===== config.mk =====
export PLATFORM = sky130hd
export DESIGN_NAME = fpmd_front
export DESIGN_NICKNAME = d
export VERILOG_FILES = /design/src/rtl/fpmd_pkg.sv /design/src/rtl/fpmd_front.sv
export SDC_FILE = /design/constraint.sdc
export NUM_CORES = 2
export LEC_CHECK = 0
export ABC_CLOCK_PERIOD_IN_PS = 7400
export BUFFER_PORTS_ARGS = -buffer_cell sky130_fd_sc_hd__buf_2
export CAP_MARGIN = 30
export CORE_ASPECT_RATIO = 1.1
export CORE_MARGIN = 2
export CORE_UTILIZATION = 65
export DETAILED_ROUTE_END_ITERATION = 7
export PLACE_DENSITY = 0.84
export SETUP_SLACK_MARGIN = 0.4
export SLEW_MARGIN = 15
export SYNTH_ARGS = -nofsm -noshare
export SYNTH_HDL_FRONTEND = slang
export SYNTH_SLANG_ARGS = --single-unit
export TNS_END_PERCENT = 5

===== constraint.sdc =====
create_clock -name clk_i -period 7.4 [get_ports clk_i]
set_input_delay 1.11 -clock clk_i [delete_from_list [all_inputs] [get_ports clk_i]]
set_output_delay 1.11 -clock clk_i [all_outputs]
set_load 0.02 [all_outputs]

===== src/rtl/fpmd_pkg.sv =====
// Shared types and constants of the fixed-point multiply/divide unit.
// Depends on nothing.
package fpmd_pkg;

  typedef enum logic [1:0] {
    MODE_RMUL  = 2'd0,
    MODE_MSHR  = 2'd1,
    MODE_DIV   = 2'd2,
    MODE_SCALE = 2'd3
  } mode_e;

  typedef struct packed {
    logic [1:0]  mode;
    logic signed [31:0] operand_a;
    logic signed [31:0] operand_b;
    logic [5:0]  shift_amount;
    logic signed [31:0] divisor;
  } in_t;

  typedef struct packed {
    logic [31:0] result;
    logic        divide_by_zero;
  } out_t;

  // Work handed from front to back: mode, a 64-bit product or dividend, shift amount and divisor.
  typedef struct packed {
    mode_e       mode;
    logic [63:0] prod;
    logic [5:0]  shift_amount;
    logic signed [31:0] dvsr;
  } work_t;

  localparam int unsigned QueueDepth = 2;
  localparam int unsigned QueuePtrW  = 1;
  localparam int unsigned DivStages  = 64;
  localparam logic [63:0] RoundHalf  = 64'h0000_0000_0000_8000;
  localparam logic [31:0] SatPos     = 32'h7FFF_FFFF;
  localparam logic [31:0] SatNeg     = 32'h8000_0000;

endpackage


===== src/rtl/fpmd_front.sv =====
// Front part: accepts transactions, forms the 64-bit product or dividend.
// Depends on fpmd_pkg.
module fpmd_front import fpmd_pkg::*; (
  input  logic  clk_i,
  input  logic  rst_ni,
  input  logic  valid_i,
  output logic  stall_o,
  input  in_t   data_i,
  output logic  valid_o,
  input  logic  stall_i,
  output work_t work_o
);

  logic  valid_q, valid_d;
  work_t work_q, work_d;
  logic  take;

  assign stall_o = valid_q && stall_i;
  assign take    = valid_i && !stall_o;

  always_comb begin
    valid_d = valid_q;
    if (!stall_o) begin
      valid_d = valid_i;
    end
    work_d              = work_q;
    work_d.mode         = mode_e'(data_i.mode);
    work_d.shift_amount = data_i.shift_amount;
    work_d.dvsr         = (data_i.mode == MODE_DIV) ? data_i.operand_b : data_i.divisor;
    if (data_i.mode == MODE_DIV) begin
      work_d.prod = {{16{data_i.operand_a[31]}}, data_i.operand_a, 16'h0000};
    end else begin
      work_d.prod = 64'($signed(data_i.operand_a) * $signed(data_i.operand_b));
    end
  end

  always_ff @(posedge clk_i or negedge rst_ni) begin
    if (!rst_ni) begin
      valid_q <= 1'b0;
    end else begin
      valid_q <= valid_d;
    end
  end

  always_ff @(posedge clk_i) begin
    if (take) begin
      work_q <= work_d;
    end
  end

  assign valid_o = valid_q;
  assign work_o  = work_q;

endmodule


==> summary.md <==
| Metric | Value |
|---|---|
| Drt first pass iters | 8 |
| Net Count, Synth | 5605 |
| Crit. End Element | register |
| Fillers | 3521 |
| Vias | 34800 |
| Crit path buffers/inverters | 9 |
| Fmax | 0.118 GHz |
| WS Path Type | in2reg |
| Dpl hpwl | 108000 µm |
| Syn avg cell area | 9.58 µm² |
| Final ANT Viol Nets | 0 |
| Largest net degree at the start of global routing | 74 |
| # DRC | 0 |
| Fin util | 78.9% |
| Latest clock arrival within the worst-skew pair | 360 ps |
| Placed cells | 5581 |
| GRT Overall Usage | 44.9% |
| Final Wtd Congestion | 0.997 |
| GR Overflow Total | 0 |
| Most common cell after layout, fill and taps aside | fa_1 |
| RSZ-0062 raised after global routing | true |
| Port Buffers | 213 |
| Async SR Flop Fraction | 0.952% |
| DR iter-0 viols | 3661 |
| Slew Viols, Final | 0 |
| DIE AREA | 64400 µm² |
| Worst EP required | 7510 ps |
| Failing checks | negative setup slack |
| Area contributors post-synth | fa_1, inv_1, and2_1 |
| #FFs+latches synth | 105 |
| Top Ports | 214 |
| CTS Buf Count | 9 |
| Maximum clock path buffer count | 2 |
| Outcome | finished, violations left |
| Maximum Capacitance Violations | 0 |
| Critical Path Fanout Max | 6 |
| Core area | 62000 µm² |
| Synth cell types | 78 |
| Final WL | 146000 µm |
| Fin. Hold Viols | 0 |
| Final min period | 8450 ps |
| Antenna violations before repair | 17 |
| First-pass GRT wire length | 214000 µm |
| CP max stage delay | 960 ps |
| Worst r2r src | valid_o$_DFFE_PN0N_ |
| Slew HR | 35.1% |
| Most frequent cells in the layout | fa_1, inv_1, nand2_1, buf_4, and2_1 |
| Number of global-route vias before repair | 39000 |
| Warnings from Yosys | 0 |
| Clock Sinks | 105 |
| Standard-cell rows | 96 |
| Setup slack after layout | -1050 ps |
| Number of non-filler instances in the completed layout | 5664 |
| Most used DFF post-synth | edfxtp_1 |
| Chip width | 242 µm |
| P&R area growth vs syn | 20.7% |
| H-tree Lvls | 3 |
| Clock transition at the registers of the reported paths | 80 ps |
| Register area share after synthesis | 7.77% |
| Initial Util | 65.4% |
| Nets | 6194 |
| Routed WL per cell | 25.8 µm |
| CTS tree | built |
| Critical path origin | data_i[46] |
| Worst Hold Class | in2async |
| Clk root buf | clkbuf_16 |
| # hold bufs at CTS | 0 |
| Syn Std Cell Area | 40500 µm² |
| Delay-heaviest family, CP | adder cells |
| Vias per cell | 6.15 |
| Slowest-stage cell, CP | fa_1 |
| Die height | 266 µm |
| Synth top area share | 53.4% |
| Startpoint types | input port |
| Slew @ Worst Pin | 973 ps |
| Cell mode on critical path | fa_1 |
| Setup violations, final | 42 |
| Post-synth top area cell | fa_1 |
| Clock skew | 8.17 ps |
| CP arrival | 8560 ps |
| Synthesized instance count | 4231 |
| Post-route clock period utilization | 114% |
| Number of flops mapped to enable cells by yosys | 104 |
| Fraction of layout cells with a size suffix above 1 | 22.7% |
-- synthesized netlist by cell type, drive strengths merged (10+ instances only) --
master,count
clkbuf,224
nand2,638
and2,523
fa,1082
o211ai,13
nand3,15
nor3,13
nand4,16
nor2,90
xnor2,37
xor2,21
a21o,35
a21oi,90
inv,946
edfxtp,104
ha,184
o21ai,46
buf,12
o21a,10
and3,10
nand2b,14
-- cell families (layout without fill, tap and decap cells) --
| logic type | after synthesis | count (layout) | synth area share (%) |
|---|---|---|---|
| xor+xnor | 58 | 58 | 1.25 |
| buf+inv | 1183 | 1777 | 11.0 |
| compound gates | 265 | 265 | 4.42 |
| flops | 105 | 105 | 7.77 |
| fa+ha+maj | 1266 | 1266 | 59.1 |
| mux | 5 | 5 | 0.130 |
| simple gates | 1349 | 1349 | 16.3 |
| other cells | 0 | 6 | 0 |
-- flip-flops by register name, indices dropped and copies added (netlist names) --
name and flops:
valid_o 1, work_o 104
-- metrics by stage --
stage | TNS (ps) | instance area, µm² | worst slack, ps | hold slack [ps]
floorplan | -13360 | 40600 | -1110 | 814
global placement | -38380 | 46400 | -1200 | 666
detailed placement | -42560 | 46400 | -1250 | 677
CTS | -12960 | 47800 | -576 | 507
global route | -30750 | 48900 | -1170 | 505
finish | -26690 | 48900 | -1050 | 511
-- per-layer routing --
metal / up-vias / GRT usage [%] / share of wire [%]
li1: 13500 / - / -
met1: 17200 / 42.9 / 27
met2: 2747 / 74.5 / 47
met3: 1348 / 13.6 / 12
met4: 22 / 48.2 / 14
met5: - / 0 / 0.24
-- final cells by class --
cell class                      instances  area, µm²  area share [%]
Multi-Input combinational cell       2943      34100            69.7
Timing Repair Buffer                  814       6770            13.8
Inverter                              947       3560            7.28
Sequential cell                       105       3150            6.44
Tap cell                              833       1040            2.13
Clock buffer                            9        225           0.460
Clock inverter                          7       52.6           0.107
Antenna cell                            6       15.0          0.0307
-- worst paths after layout --
check / slack [ps] / end / cells past startpoint
setup / recovery: -1050 / work_o[98]$_DFFE_PP_ / 27
hold / removal: 510 / valid_o$_DFFE_PN0N_ / 1
setup reg to reg: 4800 / work_o[94]$_DFFE_PP_ / 3
hold reg to reg: 700 / valid_o$_DFFE_PN0N_ / 2
max in group asynchronous: 6800 / valid_o$_DFFE_PN0N_ / 1
min in group clk_i: 700 / valid_o$_DFFE_PN0N_ / 2
-- what timing repair did --
item / in CTS / in global routing
setup endpoints to repair: 50 / 51
gates cloned: 3 / 4
pin swaps: 133 / 120
gates resized for setup: 230 / 197
setup buffers: 25 / 29
Power is left out: the tool's default activity adds up to more than one toggle a clock period on the data nets, which glitch-free logic cannot reach.
