## config.mk

```make
export PLATFORM = sky130hd
export DESIGN_NAME = fpmd_queue
export DESIGN_NICKNAME = d
export VERILOG_FILES = /design/src/rtl/fpmd_pkg.sv /design/src/rtl/fpmd_queue.sv
export SDC_FILE = /design/constraint.sdc
export NUM_CORES = 1
export LEC_CHECK = 0
export BUFFER_PORTS_ARGS = -buffer_cell sky130_fd_sc_hd__buf_2
export CELL_PAD_IN_SITES_DETAIL_PLACEMENT = 1
export CELL_PAD_IN_SITES_GLOBAL_PLACEMENT = 2
export CORE_UTILIZATION = 39
export DETAILED_ROUTE_END_ITERATION = 16
export GPL_TIMING_DRIVEN = 0
export PLACE_DENSITY_LB_ADDON = 0.1
export SYNTH_ARGS = -nofsm -noshare
export SYNTH_HDL_FRONTEND = slang
export SYNTH_SLANG_ARGS = --single-unit
```

## constraint.sdc

```tcl
create_clock -name clk_i -period 6.74 [get_ports clk_i]
set_clock_uncertainty 0.15 [all_clocks]
set_input_delay 2.022 -clock clk_i [delete_from_list [all_inputs] [get_ports clk_i]]
set_output_delay 2.022 -clock clk_i [all_outputs]
set_load 0.1 [all_outputs]
```

## src/rtl/fpmd_pkg.sv

```systemverilog
// Shared types and constants of the fixed-point multiply/divide unit.
// Depends on nothing.
package fpmd_pkg;

  typedef enum logic [1:0] {
    MODE_RMUL  = 2'd0,
    MODE_MSHR  = 2'd1,
    MODE_DIV   = 2'd2,
    MODE_SCALE = 2'd3
  } mode_e;

  typedef struct packed {
    logic [1:0]  mode;
    logic signed [31:0] operand_a;
    logic signed [31:0] operand_b;
    logic [5:0]  shift_amount;
    logic signed [31:0] divisor;
  } in_t;

  typedef struct packed {
    logic [31:0] result;
    logic        divide_by_zero;
  } out_t;

  // Work handed from front to back: mode, a 64-bit product or dividend, shift amount and divisor.
  typedef struct packed {
    mode_e       mode;
    logic [63:0] prod;
    logic [5:0]  shift_amount;
    logic signed [31:0] dvsr;
  } work_t;

  localparam int unsigned QueueDepth = 2;
  localparam int unsigned QueuePtrW  = 1;
  localparam int unsigned DivStages  = 64;
  localparam logic [63:0] RoundHalf  = 64'h0000_0000_0000_8000;
  localparam logic [31:0] SatPos     = 32'h7FFF_FFFF;
  localparam logic [31:0] SatNeg     = 32'h8000_0000;

endpackage

```

## src/rtl/fpmd_queue.sv

```systemverilog
// Short queue between front and back parts.
// Depends on fpmd_pkg.
module fpmd_queue import fpmd_pkg::*; (
  input  logic  clk_i,
  input  logic  rst_ni,
  input  logic  valid_i,
  output logic  stall_o,
  input  work_t data_i,
  output logic  valid_o,
  input  logic  stall_i,
  output work_t data_o
);

  work_t mem_q [QueueDepth];
  logic [QueuePtrW-1:0] wr_q, wr_d, rd_q, rd_d;
  logic [QueuePtrW:0]   cnt_q, cnt_d;
  logic push, pop;

  assign stall_o = (cnt_q == (QueuePtrW+1)'(QueueDepth));
  assign valid_o = (cnt_q != '0);
  assign push    = valid_i && !stall_o;
  assign pop     = valid_o && !stall_i;
  assign data_o  = mem_q[rd_q];

  always_comb begin
    wr_d  = push ? wr_q + 1'b1 : wr_q;
    rd_d  = pop ? rd_q + 1'b1 : rd_q;
    cnt_d = cnt_q + (QueuePtrW+1)'(push) - (QueuePtrW+1)'(pop);
  end

  always_ff @(posedge clk_i or negedge rst_ni) begin
    if (!rst_ni) begin
      wr_q  <= '0;
      rd_q  <= '0;
      cnt_q <= '0;
    end else begin
      wr_q  <= wr_d;
      rd_q  <= rd_d;
      cnt_q <= cnt_d;
    end
  end

  always_ff @(posedge clk_i) begin
    if (push) begin
      mem_q[wr_q] <= data_i;
    end
  end

endmodule

```

==> impl_metrics.yaml, run 1 <==
final_layout:
  multi_input_area_sq_um: 1460
  final_core_util_pct: 51.3
  drive_gt1_share_pct: 60.3
  area_growth_pct: 27.1
  layout_common_cells: "buf_2 (218), edfxtp_1 (208), mux2_2 (54)"
  final_nets: 694
  final_common_cell: "buf_2"
  fin_area_sq_um: 10100
  instances_no_fill: 866
  fillerInstances: 1884
  seq_area_sq_um: 6350
route:
  postRouteAntennaNets: 0
  drt_wl_total_microns: 15400
  wl_per_cell_microns: 17.8
  drt_iter0_drc: 162
  firstDrtPassIters: 4
  drt-vias-per-instance: 4.58
  vias: 3962
  drc_errors: 0
clock_tree:
  numCtsBuffers: 23
  clkTransAtPathRegs_ns: 0.05
  clock_sinks: 212
  htree_levels: 1
  post_cts_buffers: 0
  clockBufferDepth: 3
  hold_buffers: 0
  cts-root-buf: "clkbuf_16"
  worstSkewPairLatency_ns: 0.50
  cts_resized: 0
  cts_tree: "yes"
floorplanning:
  die_h_microns: 145
  die_area_sq_um: 21000
  io_pins: 214
  core-area_sq_um: 19700
  fp.dieW_microns: 145
  rows: 51
  initial_core_util_pct: 40.4
grt:
  grt_max_degree: 62
  grt_usage_pct: 14.4
  grt_pass1_vias: 4243
  grt_overflow_total: 0
  grt_pass1_wl_microns: 22500
  antenna_found_initial: 5
setup_path:
  path_cells: "buf_6 -> buf_8 -> buf_12 -> mux2_4 -> buf_2"
  cp.arrival_ns: 1.94
  r2r_end: "mem_q[0][65]"
  crit_path_start_kind: "flop"
  crit_fanout: 10
  r2r_slack_ns: 4.55
  reg2reg_depth: 5
  path_class: "flop to output port"
  cp.required_ns: 4.57
  worst_path_largest_cell_delay_ns: 0.43
  r2r-start: "cnt_q[1]"
  cp_slowest_cell: "buf_2"
  critPathLaunch: "rd_q"
  cp_top_family: "buffers and inverters"
  end_kind: "output port"
  critical_path_buf_inv_count: 4
synth:
  netlist_instances: 342
  syn_area_per_cell_sq_um: 23.3
  yosysWarningCount: 0
  synth_seq_area_share_pct: 79.8
  synth_nets: 452
  synth_seq_cells: 212
  syn_area_sq_um: 7960
  yosysTopAreaCell: "edfxtp_1"
  yosysUniqueCellTypes: 18
  ys_top_cells_by_area: "edfxtp_1 (79%), mux2_4 (9.4%), mux2_2 (7.6%), buf_12 (1.3%), dfrtp_1 (1.3%)"
  yosys.area.top_type_share_pct: 78.5
timing:
  slew_violations: 0
  rsz0062_at_grt: "false"
  setup_viol: 0
  period_needed_ns: 4.11
  fmax_mhz: 243
  maxSlewHeadroom_pct: 55.0
  layout_setup_ws_ns: 2.63
  period_share_pct: 61.0
  hold_viol_final: 0
  worst_pin_slew_ns: 0.675
worst_hold_path:
  min_to: "cnt_q[0]"
  hold_start: "cnt_q[0]"
  hold_class: "flop to flop"
  whs_path_depth: 1
placed_design:
  post-dp-hpwl_microns: 10500
  dp_slack_ns: 2.96
  dpl_cell_area_sq_um: 9450
  gp_congestion: 0.688
  numPortBuffers: 213
  dp.cells: 824
status:
  status: "finished, final reports clean"
run:
  maxCapViolations: 0
[cells by family (layout without fill, tap and decap cells)]
family | after synthesis | after routing | share of synthesized area (%)
xor+xnor | 4 | 4 | 0.440
fa+ha+maj | 2 | 2 | 0.314
buf+inv | 14 | 272 | 2.00
flops | 212 | 212 | 79.8
mux | 104 | 104 | 17.1
other cells | 0 | 1 | 0
simple gates | 6 | 6 | 0.409
[synth_stat cells]
library cell and number:
nand2_1 1, mux2_2 54, nand2b_1 1, inv_1 2, nor2b_1 1, xor2_1 1, nor2_1 1, buf_6 1
ha_1 2, buf_8 1, and3_1 1, edfxtp_1 208, buf_12 5, buf_2 5, dfrtp_1 4, or2_2 1
xnor2_1 3, mux2_4 50
[cell type report]
class	count	share of cell area, %
antenna	1	0.0247
buffer	12	1.50
clock buffer	36	6.27
clock inverter	5	0.247
inverter	2	0.0742
multi-input combinational	116	14.5
sequential	212	62.7
tap	265	3.28
timing repair buffer	217	11.4
[flip-flops by register name (all words and copies together) (netlist names)]
signal / flops
wr_q: 1
cnt_q: 2
mem_q: 208
rd_q: 1
[worst reg2reg max path, stage by stage, from the launching register on]
cell and delay [ns]:
dfrtp_1 0.41, nand2b_1 0.14, nand2_1 0.16, nor2_4 0.47, buf_12 0.29, buf_12 0.25
[how the worst max path moves through the flow]
| stage | slack (ns) | endpoint | cells after the start |
|---|---|---|---|
| floorplan | 1.33 | mem_q[0][0] | 2 |
| global placement | -0.39 | mem_q[0][68] | 3 |
| detailed placement | 2.96 | mem_q[0][65] | 5 |
| CTS | 2.59 | data_o[54] | 5 |
| global route | 2.56 | data_o[50] | 5 |
| finish | 2.63 | data_o[78] | 5 |
[stage by stage]
stage | TNS, ns | hold WS (ns)
floorplan | 0 | 0.310
global placement | -39.52 | 0.332
detailed placement | 0 | 0.371
CTS | 0 | 0.382
global route | 0 | 0.408
finish | 0 | 0.379
[metal layers]
metal	part of all wire, %	GRT usage, %
met5	0.22	0
met2	50	25.3
met4	2.0	4.60
met3	9.8	5.36
met1	38	16.2
Power of run 1 is not shown: default switching activity piles up to over one toggle a cycle in this logic, so the estimate is an artifact.
==> inputs of run 2 (changes only) <==
ABC_AREA = 1   (was unset)
CORE_UTILIZATION = 31   (was 39)
clock period = 3.3 ns   (was 6.74 ns; I/O delays follow)
==> run 2 against run 1 <==
Against the previous run: core utilization decreased by 9.4 points; first-iteration DRC count increased by 9.3%; non-clock buffer count increased by 14; wire length increased by 22%; final area increased by 1.6%; synthesized cell count increased by 69%; worst setup slack got worse by 2.5 ns; flip-flop and latch count unchanged; via count increased by 27%; hold slack got worse by 0.25 ns; critical path type unchanged; critical endpoint is now data_o[64]; highest routed layer unchanged.
==> impl_metrics.yaml, run 2 <==
route:
  vias: 5043
  drt_iter0_drc: 177
  firstDrtPassIters: 4
  postRouteAntennaNets: 0
  drc_errors: 0
  wl_per_cell_microns: 16.2
  drt_wl_total_microns: 18900
  drt-vias-per-instance: 4.32
clock_tree:
  cts-root-buf: "clkbuf_16"
  worstSkewPairLatency_ns: 0.51
  htree_levels: 1
  clockBufferDepth: 3
  clock_sinks: 212
  cts_tree: "yes"
  clkTransAtPathRegs_ns: 0.06
  numCtsBuffers: 24
final_layout:
  drive_gt1_share_pct: 33.1
  instances_no_fill: 1167
  final_nets: 933
  largest_reg_flops: 208
  final_common_cell: "nand2_1"
  regMostFlops: "mem_q"
  area_growth_pct: 31.6
  fillerInstances: 2633
  top_regs: "mem_q: 208 flops, cnt_q: 2 flops"
  layout_common_cells: "nand2_1 (325), edfxtp_1 (208), buf_2 (200)"
grt:
  grt_pass1_vias: 5344
  grt_max_degree: 35
  grt_pass1_wl_microns: 29100
  antenna_found_initial: 1
  grt_overflow_total: 0
  grt_usage_pct: 14.6
setup_path:
  crit_fanout: 10
  cp.required_ns: 2.16
  path_class: "flop to output port"
  end_kind: "output port"
  cp.arrival_ns: 2.03
  path_cells: "buf_4 -> inv_4 -> buf_6 -> buf_6 -> nand2_1 -> nand2_1 -> buf_2"
  crit_path_start_kind: "flop"
  cp_slowest_cell: "buf_2"
  worst_path_largest_cell_delay_ns: 0.42
  critical_path_buf_inv_count: 5
  cp_top_family: "buffers and inverters"
synth:
  yosysMostFrequentCell: "nand2_1"
  yosys-top-cells-count: "nand2_1 (325), edfxtp_1 (208), buf_2 (10), inv_1 (10), buf_4 (9)"
  syn_area_sq_um: 7820
  synth_flop_cell: "edfxtp_1"
  yosys.area.top_type_share_pct: 79.9
  yosysTopAreaCell: "edfxtp_1"
  synth_seq_cells: 212
  yosysUniqueCellTypes: 11
  netlist_instances: 577
  ys_top_cells_by_area: "edfxtp_1 (80%), nand2_1 (16%), dfrtp_1 (1.3%), buf_4 (0.86%), buf_2 (0.64%)"
  syn_area_per_cell_sq_um: 13.5
  yosysWarningCount: 0
  asyncSetResetFlopFracSynth_pct: 1.89
  synth_seq_area_share_pct: 81.2
  synth_nets: 687
  synth-edff-count: 208
placed_design:
  post-dp-hpwl_microns: 13100
  dp.cells: 1121
  gp_congestion: 0.730
  numPortBuffers: 213
timing:
  hold_viol_final: 0
  rsz0062_at_grt: "false"
  slew_violations: 0
  setup_viol: 0
  maxSlewHeadroom_pct: 55.7
  period_needed_ns: 3.17
  fmax_mhz: 315
  period_share_pct: 96.1
  worst_pin_slew_ns: 0.663
floorplanning:
  initial_core_util_pct: 31.9
  die_h_microns: 161
  rows: 57
  fp.dieW_microns: 161
  die_area_sq_um: 25900
  core-area_sq_um: 24500
  io_pins: 214
status:
  status: "finished, final reports clean"
worst_hold_path:
  hold_class: "input pin to asynchronous set/reset pin"
run:
  maxCapViolations: 0
-- run 2: cell families (layout without fill, tap and decap cells) --
family | count (synthesis) | after routing | share of synthesized area (%)
other cells | 0 | 2 | 0
flops | 212 | 212 | 81.2
fa+ha+maj | 2 | 2 | 0.320
buf+inv | 34 | 298 | 2.64
simple gates | 329 | 329 | 15.8
-- run 2: area by class of cell --
type                       instances  area, sq um  share of cell area, %
antenna                            2         5.00                 0.0487
buffer                            23          163                   1.58
clock buffer                      29          641                   6.23
clock inverter                    15          125                   1.22
inverter                          11         47.5                  0.462
multi-input combinational        331         1270                   12.4
sequential                       212         6350                   61.7
tap                              324          405                   3.94
timing repair buffer             220         1280                   12.4
-- run 2: path summary, 6_finish.rpt --
kind                          start           end  slack, ns  cells after the start
setup / recovery               rd_q    data_o[64]       0.13                      7
hold / removal               rst_ni          wr_q       0.13                      1
setup reg to reg           cnt_q[0]  mem_q[1][87]       1.14                      6
hold reg to reg                wr_q          wr_q       0.35                      2
max in group asynchronous    rst_ni      cnt_q[1]       2.74                      1
min in group clk_i             wr_q          wr_q       0.35                      2
-- run 2: metrics by stage --
step	TNS [ns]	hold slack, ns	cell area (sq um)	setup WS (ns)	utilization (%)
after detailed placement	0	0.334	9450	0.543	38.5
final	0	0.131	10300	0.130	41.9
after CTS	0	0.106	10200	0.00452	41.7
after global placement	-222.62	0.304	9300	-1.12	37.9
after global routing	0	0.112	10300	0.00338	41.9
after floorplan	0	0.292	7830	0.0896	-
-- run 2: worst register-to-register path: cells and delay by family (launching register included) --
family	cells	cell delay, ns
simple gates	3	0.78
buf+inv	3	0.53
flops	1	0.36
-- run 2: metal layers --
layer	track usage, %	part of all wire (%)
met4	4.03	2.3
met5	0	0.042
met2	25.5	50
met3	4.42	7.0
met1	17.4	41
-- run 2: what timing repair did --
item,in CTS,in global routing
endpoints found under the setup margin,0,23
hold endpoints to repair,0,0
buffers inserted,0,0
hold buffers,0,0
gates resized for setup,0,23
Power of run 2 is left out for the same reason.
